$ cat src/hw/rtl/hks_pkg.sv
// Shared types, constants and reset value for the key-frame NAL splitter.
`default_nettype none

package hks_pkg;

    localparam int MAX_FRAME_BYTES = 1048576;
    localparam int POS_W           = $clog2(MAX_FRAME_BYTES + 1);
    localparam int OFS_W           = 20;
    localparam int LEN_W           = 21;
    localparam int MIN_FRAME_BYTES = 5;

    localparam logic [4:0] NAL_TYPE_IDR = 5'd5;
    localparam logic [4:0] NAL_TYPE_SPS = 5'd7;
    localparam logic [4:0] NAL_TYPE_PPS = 5'd8;
    localparam logic [4:0] NAL_TYPE_NONE = 5'd0;

    localparam logic [7:0] BYTE_ZERO = 8'h00;
    localparam logic [7:0] BYTE_ONE  = 8'h01;

    localparam int HAVE_SPS = 0;
    localparam int HAVE_PPS = 1;
    localparam int HAVE_IDR = 2;

    typedef enum logic [3:0] {
        PH_SEEK   = 4'b0001,
        PH_HEADER = 4'b0010,
        PH_BODY   = 4'b0100,
        PH_DONE   = 4'b1000
    } t_phase;

    typedef struct packed {
        logic [POS_W-1:0] pos;
        logic [1:0]       zero_run;
        t_phase           phase;
        logic [OFS_W-1:0] open_start;
        logic [4:0]       open_type;
        logic [OFS_W-1:0] sps_start;
        logic [LEN_W-1:0] sps_len;
        logic [OFS_W-1:0] pps_start;
        logic [LEN_W-1:0] pps_len;
        logic [OFS_W-1:0] idr_start;
        logic [2:0]       found;
        logic             ovf;
    } t_state;

    typedef struct packed {
        logic             split_valid;
        logic [OFS_W-1:0] sps_offset;
        logic [LEN_W-1:0] sps_length;
        logic [OFS_W-1:0] pps_offset;
        logic [LEN_W-1:0] pps_length;
        logic [OFS_W-1:0] idr_offset;
        logic [LEN_W-1:0] idr_length;
        logic             too_long;
    } t_result;

    function automatic t_state st_reset();
        t_state s;
        s            = '0;
        s.phase      = PH_SEEK;
        s.open_type  = NAL_TYPE_NONE;
        return s;
    endfunction

endpackage

`default_nettype wire

$ cat src/hw/rtl/hks_step.sv
// Per-byte next-state and frame result logic for the key-frame NAL splitter.
`default_nettype none

module hks_step
    import hks_pkg::*;
(
    input  wire t_state     i_st,
    input  wire logic [7:0] i_byte,
    input  wire logic       i_last,
    output t_state          o_st,
    output t_result         o_res
);

    always_comb begin
        t_state           s;
        t_result          r;
        logic             ovf_now;
        logic [OFS_W-1:0] start;
        logic [LEN_W-1:0] len;
        logic [LEN_W-1:0] sps_len_f;
        logic [LEN_W-1:0] pps_len_f;

        s       = i_st;
        r       = '0;
        ovf_now = (i_st.pos >= POS_W'(MAX_FRAME_BYTES));
        start   = i_st.pos[OFS_W-1:0] - ((i_st.zero_run == 2'd3) ? OFS_W'(3) : OFS_W'(2));

        if (ovf_now) begin
            s.ovf = 1'b1;
        end else begin
            s.pos = i_st.pos + POS_W'(1);
            unique case (i_st.phase)
                PH_DONE: begin
                end
                PH_HEADER: begin
                    s.open_type = i_byte[4:0];
                    s.zero_run  = 2'd0;
                    s.phase     = PH_BODY;
                    if (i_byte[4:0] == NAL_TYPE_IDR) begin
                        s.idr_start       = i_st.open_start;
                        s.found[HAVE_IDR] = 1'b1;
                        s.phase           = PH_DONE;
                    end else if (i_byte[4:0] == NAL_TYPE_SPS) begin
                        s.sps_start       = i_st.open_start;
                        s.found[HAVE_SPS] = 1'b1;
                    end else if (i_byte[4:0] == NAL_TYPE_PPS) begin
                        s.pps_start       = i_st.open_start;
                        s.found[HAVE_PPS] = 1'b1;
                    end
                end
                PH_SEEK, PH_BODY: begin
                    if (i_byte == BYTE_ZERO) begin
                        if (i_st.zero_run != 2'd3) begin
                            s.zero_run = i_st.zero_run + 2'd1;
                        end
                    end else begin
                        s.zero_run = 2'd0;
                        if (i_byte == BYTE_ONE && i_st.zero_run >= 2'd2) begin
                            // close the open unit at the new start code
                            if (i_st.phase == PH_BODY) begin
                                if (i_st.open_type == NAL_TYPE_SPS) begin
                                    s.sps_len = LEN_W'(start) - LEN_W'(i_st.open_start);
                                end else if (i_st.open_type == NAL_TYPE_PPS) begin
                                    s.pps_len = LEN_W'(start) - LEN_W'(i_st.open_start);
                                end
                            end
                            s.open_start = start;
                            s.open_type  = NAL_TYPE_NONE;
                            s.phase      = PH_HEADER;
                        end
                    end
                end
                default: begin
                end
            endcase
        end

        // frame end: close the open unit at the frame length
        len       = LEN_W'(i_st.pos) + LEN_W'(1);
        sps_len_f = s.sps_len;
        pps_len_f = s.pps_len;
        if (s.phase == PH_BODY) begin
            if (s.open_type == NAL_TYPE_SPS) begin
                sps_len_f = len - LEN_W'(s.open_start);
            end else if (s.open_type == NAL_TYPE_PPS) begin
                pps_len_f = len - LEN_W'(s.open_start);
            end
        end

        if (s.ovf) begin
            r.too_long = 1'b1;
        end else if (len >= LEN_W'(MIN_FRAME_BYTES)) begin
            r.split_valid = s.found[HAVE_SPS] && s.found[HAVE_PPS] && s.found[HAVE_IDR]
                            && (s.sps_start < s.pps_start) && (s.pps_start < s.idr_start);
            if (s.found[HAVE_SPS]) begin
                r.sps_offset = s.sps_start;
                r.sps_length = sps_len_f;
            end
            if (s.found[HAVE_PPS]) begin
                r.pps_offset = s.pps_start;
                r.pps_length = pps_len_f;
            end
            if (s.found[HAVE_IDR]) begin
                r.idr_offset = s.idr_start;
                r.idr_length = len - LEN_W'(s.idr_start);
            end
        end

        if (i_last) begin
            s = st_reset();
        end

        o_st  = s;
        o_res = r;
    end

endmodule

`default_nettype wire

$ cat src/hw/rtl/h264_keyframe_nal_splitter_unit.sv
// Top level of the H.264 key-frame NAL splitter: request registers and parser state.
// A result passes from the input register through the parser step into the output register.
// Throughput: one byte per cycle while the input does not stall; the parser state register updates once per byte.
// The input stalls only while a finished result waits in the output register and the
// next byte in the input register is another frame end.
// Reset (synchronous, active low) empties both registers and returns to start-code search.
`default_nettype none

module h264_keyframe_nal_splitter_unit
    import hks_pkg::*;
(
    input  wire logic             i_clk,
    input  wire logic             i_rst_n,
    input  wire logic             i_in_valid,
    output logic                  o_in_stall,
    input  wire logic [7:0]       i_stream_byte,
    input  wire logic             i_frame_end,
    output logic                  o_out_valid,
    input  wire logic             i_out_stall,
    output logic                  o_split_valid,
    output logic [OFS_W-1:0]      o_sps_offset,
    output logic [LEN_W-1:0]      o_sps_length,
    output logic [OFS_W-1:0]      o_pps_offset,
    output logic [LEN_W-1:0]      o_pps_length,
    output logic [OFS_W-1:0]      o_idr_offset,
    output logic [LEN_W-1:0]      o_idr_length,
    output logic                  o_too_long
);

    logic       r_in_valid;
    logic [7:0] r_in_byte;
    logic       r_in_end;
    t_state     r_st;
    t_state     n_st;
    t_result    n_res;
    t_result    r_res;
    logic       r_out_valid;

    logic out_free;
    logic proc;
    logic accept;

    hks_step u_step (
        .i_st   (r_st),
        .i_byte (r_in_byte),
        .i_last (r_in_end),
        .o_st   (n_st),
        .o_res  (n_res)
    );

    assign out_free   = !r_out_valid || !i_out_stall;
    // a byte that ends no frame never waits on the output side
    assign proc       = r_in_valid && (!r_in_end || out_free);
    assign o_in_stall = r_in_valid && !proc;
    assign accept     = i_in_valid && !o_in_stall;

    always_ff @(posedge i_clk) begin
        if (!i_rst_n) begin
            r_in_valid <= 1'b0;
        end else if (accept) begin
            r_in_valid <= 1'b1;
        end else if (proc) begin
            r_in_valid <= 1'b0;
        end
    end

    always_ff @(posedge i_clk) begin
        if (accept) begin
            r_in_byte <= i_stream_byte;
            r_in_end  <= i_frame_end;
        end
    end

    always_ff @(posedge i_clk) begin
        if (!i_rst_n) begin
            r_st <= st_reset();
        end else if (proc) begin
            r_st <= n_st;
        end
    end

    always_ff @(posedge i_clk) begin
        if (!i_rst_n) begin
            r_out_valid <= 1'b0;
        end else if (proc && r_in_end) begin
            r_out_valid <= 1'b1;
        end else if (!i_out_stall) begin
            r_out_valid <= 1'b0;
        end
    end

    always_ff @(posedge i_clk) begin
        if (proc && r_in_end) begin
            r_res <= n_res;
        end
    end

    assign o_out_valid   = r_out_valid;
    assign o_split_valid = r_res.split_valid;
    assign o_sps_offset  = r_res.sps_offset;
    assign o_sps_length  = r_res.sps_length;
    assign o_pps_offset  = r_res.pps_offset;
    assign o_pps_length  = r_res.pps_length;
    assign o_idr_offset  = r_res.idr_offset;
    assign o_idr_length  = r_res.idr_length;
    assign o_too_long    = r_res.too_long;

endmodule

`default_nettype wire

$ cat config.mk
export PLATFORM = sky130hd
export DESIGN_NAME = h264_keyframe_nal_splitter_unit
export DESIGN_NICKNAME = d
export VERILOG_FILES = /design/src/hw/rtl/hks_pkg.sv /design/src/hw/rtl/hks_step.sv /design/src/hw/rtl/h264_keyframe_nal_splitter_unit.sv
export SDC_FILE = /design/constraint.sdc
export NUM_CORES = 1
export LEC_CHECK = 0
export ABC_AREA = 0
export BUFFER_PORTS_ARGS = -buffer_cell sky130_fd_sc_hd__buf_2
export CAP_MARGIN = 20
export CORE_MARGIN = 2
export CORE_UTILIZATION = 60
export DETAILED_ROUTE_END_ITERATION = 10
export PLACE_DENSITY = 0.8
export SLEW_MARGIN = 40
export SYNTH_ARGS = -nofsm -noshare
export SYNTH_HDL_FRONTEND = slang
export SYNTH_HIERARCHICAL = 1
export SYNTH_SLANG_ARGS = --single-unit
$ cat constraint.sdc
create_clock -name i_clk -period 5 [get_ports i_clk]
set_clock_uncertainty 0.1 [all_clocks]
set_input_delay 0.5 -clock i_clk [delete_from_list [all_inputs] [get_ports i_clk]]
set_output_delay 0.5 -clock i_clk [all_outputs]
set_load 0.1 [all_outputs]
==> run_results.csv <==
group,metric,value,unit
worst_setup_path,cp_num_buf_inv,1,
cts,cts_max_level,2,
timing,whs,0.0547,ns
global_routing,grt_pass1_vias,15400,
floorplan,start_util,61.1,%
cts,clock_latency,0.52,ns
global_routing,grt_pass1_wl,82000,um
placed_design,place_ws,0.110,ns
placed_design,placed_area,19800,um^2
power_and_ir_drop,seqPwrFrac,45.1,%
synthesis,synth_top_area_share,21.4,%
finish,final_common_cell,"nand2_1",
synthesis,yosysSeqAreaShare,38.5,%
worst_setup_path,timing.rr.start,"r_in_byte[3]$_DFFE_PP_",
synthesis,ys_async_sr_fraction,0,%
floorplan,die_w,181,um
power_and_ir_drop,p_leak,7.77,nW
synthesis,synth.avg_cell_area,8.57,um^2
finish,syn2layout_area_growth,11.6,%
status,outcome,"finished, final reports clean",
detailed_routing,ant_nets,0,
placed_design,gp_congestion,1.02,
synthesis,ys_ff_latch,294,
cts,clock-root-buffer,"clkbuf_16",
power_and_ir_drop,p_per_area,271,nW/um^2
timing,hold_violations,0,
detailed_routing,via_per_inst,5.97,
worst_setup_path,critPathSlowestCell,"edfxtp_1",
detailed_routing,drc,0,
detailed_routing,drt_iter0_markers,1554,
floorplan,placementRows,64,
detailed_routing,vias,16200,
floorplan,die_area,32800,um^2
synthesis,ys.flop_type,"dfxtp_1",
worst_setup_path,start_kind,"register",
power_and_ir_drop,pwr-share-comb,9.5,%
finish,final_cells,2704,
worst_hold_path,hold_path_class,"in2reg",
global_routing,grt.overflow.total,0,
power_and_ir_drop,swShare,26.4,%
placed_design,dpl.cell_count,2642,
worst_setup_path,r2r_slack,0.28,ns
worst_setup_path,critPathCapture,"o_sps_length[19]$_DFFE_PP_",
timing,slew_headroom,46.0,%
worst_setup_path,crit_start,"r_in_byte[3]$_DFFE_PP_",
worst_setup_path,rr_endpoint,"o_sps_length[19]$_DFFE_PP_",
worst_setup_path,path_cells,"nor4_2 -> nand2_1 -> nor3_4 -> buf_4 -> mux2i_1 -> ha_1 -> a211o_1 -> o311ai_1 -> a21boi_0 -> a211o_1 -> a21o_1 -> a21oi_1 -> xor2_1 -> o22ai_1",
detailed_routing,wl_per_cell,19.3,um
placed_design,dp_hpwl,37400,um
placed_design,io_buffers,139,
worst_setup_path,path_depth,14,
finish,num-nets-final,2401,
finish,final_area,21000,um^2
synthesis,synth_edf_count,134,
synthesis,synthesis.area,18800,um^2
worst_setup_path,worst-r2r-cell-count,14,
worst_setup_path,path_delay_family,"compound AO/OA/AOI/OAI gates",
finish,final_cell_mix,"388 x nand2_1, 342 x nor2_1, 208 x mux2i_1",
synthesis,synth_largest_area_cell,"edfxtp_1",
timing,tightest_slew,0.804,ns
synthesis,yosysWarnings,6,
timing,setup_viol,0,
worst_setup_path,critPathMaxStageDelay,0.45,ns
timing,fmax,212,MHz
timing,rsz0062_at_grt,"no",
cts,clock_sinks,294,
floorplan,core_area,30700,um^2
global_routing,track_usage,31.2,%
worst_setup_path,critPathKind,"reg2reg",
worst_setup_path,cp_max_fo,13,
power_and_ir_drop,switching_power,1.50,mW
worst_setup_path,critPathCaptureType,"register",
worst_setup_path,cp.required,5.15,ns
global_routing,grt_max_degree,153,
run,maxCapViolCount,0,
finish,fillerInstances,2487,
cts,path_clk_slew,0.06,ns
floorplan,ioPinCount,140,
worst_setup_path,crit_path_frequent_cell,"a211o_1",
finish,antennaDiodeCount,0,
synthesis,synth_area_leaders,"edfxtp_1 21%, dfxtp_1 17%, mux2i_1 11%",
cts,cts_tree,"done",
floorplan,die_height,181,um
cts,numCtsBuffers,34,
timing,fin_setup_tns,0,ns
detailed_routing,drt_wl_total,52200,um
timing,final_max_slew_viol_count,0,
finish,drive_gt1_share,12.4,%
detailed_routing,dr.pass1.iters,5,
cts,clock_path_buffers,3,
global_routing,antenna_found_initial,0,
timing,min_period,4.72,ns
power_and_ir_drop,intPower,4.19,mW
timing,fin_ws,0.279,ns
synthesis,syn_nets,2313,
power_and_ir_drop,pwr-share-clk,45.4,%
power_and_ir_drop,peakVddDrop,0.000222,V
worst_setup_path,arrival,4.87,ns
timing,finalCritPeriodShare,94.4,%
synthesis,synthCells,2194,
synthesis,yosysUniqueCellTypes,76,
[layer usage]
| metal | GRT usage, % | vias to the layer above | routed length [um] |
|---|---|---|---|
| li1 | - | 7690 | - |
| met1 | 41.1 | 7609 | 21600 |
| met2 | 50.2 | 706 | 24100 |
| met3 | 6.05 | 151 | 4340 |
| met4 | 13.3 | 0 | 2200 |
| met5 | 0 | - | 0 |
[kinds of logic after synthesis]
group,share of synthesized area [%]
AO/OA/AOI/OAI,10.3
XOR/XNOR,5.13
adder cells (fa/ha/maj),7.18
buffers and inverters,5.27
flip-flops,38.5
multiplexers,11.4
AND/OR/NAND/NOR,22.3
[per-stage QoR]
stage	util, %	power [mW]
5_1_grt	68.2	5.82
2_1_floorplan	-	3.08
4_1_cts	68.1	5.70
3_3_place_gp	64.3	3.15
3_5_place_dp	64.3	3.15
6_report	68.2	5.69
[power by group through the flow]
stage	logic, mW	clock network (mW)	registers, mW
floorplan	0.178	0	2.90
global placement	0.533	0	2.61
detailed placement	0.537	0	2.62
CTS	0.538	2.60	2.56
global route	0.558	2.69	2.57
finish	0.540	2.58	2.56
[cell type report]
class | count | area [um^2] | area share (%)
clock inverter | 15 | 164 | 0.782
clock buffer | 47 | 987 | 4.71
timing repair buffer | 189 | 1170 | 5.60
tap | 396 | 495 | 2.36
multi-input combinational | 1690 | 10600 | 50.8
sequential | 294 | 7230 | 34.5
inverter | 73 | 274 | 1.31
[worst min path at each step]
stage	start	endpoint	slack, ns	cells after the start
2_1_floorplan	r_st[0]$_SDFFE_PN0P_	r_st[0]$_SDFFE_PN0P_	0.33	2
3_3_place_gp	r_st[0]$_SDFFE_PN0P_	r_st[0]$_SDFFE_PN0P_	0.34	2
3_5_place_dp	r_st[47]$_SDFFE_PN0P_	r_st[47]$_SDFFE_PN0P_	0.35	2
4_1_cts	i_stream_byte[5]	r_in_byte[5]$_DFFE_PP_	0.04	1
5_1_grt	i_frame_end	r_in_end$_DFFE_PP_	0.04	1
6_report	i_stream_byte[5]	r_in_byte[5]$_DFFE_PP_	0.05	1
[sequential cells by signal (all words and copies together) (netlist names)]
name	flops
o_pps_offset	20
o_sps_length	21
o_split_valid	1
o_idr_offset	20
r_in_valid	1
r_in_byte	8
o_too_long	1
o_sps_offset	20
r_st	158
o_out_valid	1
r_in_end	1
o_pps_length	21
o_idr_length	21
[cells in the mapped netlist, types with 4 or more instances]
| library cell | instances |
|---|---|
| a211oi_1 | 44 |
| a21o_1 | 29 |
| a21oi_1 | 118 |
| a22oi_1 | 6 |
| a31oi_1 | 5 |
| and2_1 | 11 |
| and3_1 | 13 |
| buf_1 | 6 |
| buf_2 | 24 |
| buf_4 | 7 |
| buf_6 | 15 |
| clkbuf_1 | 83 |
| dfxtp_1 | 160 |
| edfxtp_1 | 134 |
| ha_1 | 103 |
| inv_1 | 72 |
| mux2i_1 | 208 |
| nand2_1 | 388 |
| nand2b_1 | 13 |
| nand3_1 | 30 |
| nand4_1 | 12 |
| nor2_1 | 343 |
| nor2_4 | 10 |
| nor2b_1 | 43 |
| nor3_1 | 38 |
| nor4_1 | 9 |
| o211ai_1 | 6 |
| o21a_1 | 7 |
| o21ai_0 | 52 |
| o21bai_1 | 7 |
| o22ai_1 | 7 |
| o41ai_1 | 4 |
| or2_2 | 4 |
| or3_1 | 6 |
| xnor2_1 | 56 |
| xor2_1 | 54 |
[repair_timing]
item,in CTS,in global routing
buffers inserted,0,0
resized for setup,0,6
hold buffers,0,0
endpoints found under the setup margin,0,15
Power figures use the tool's default switching activity.
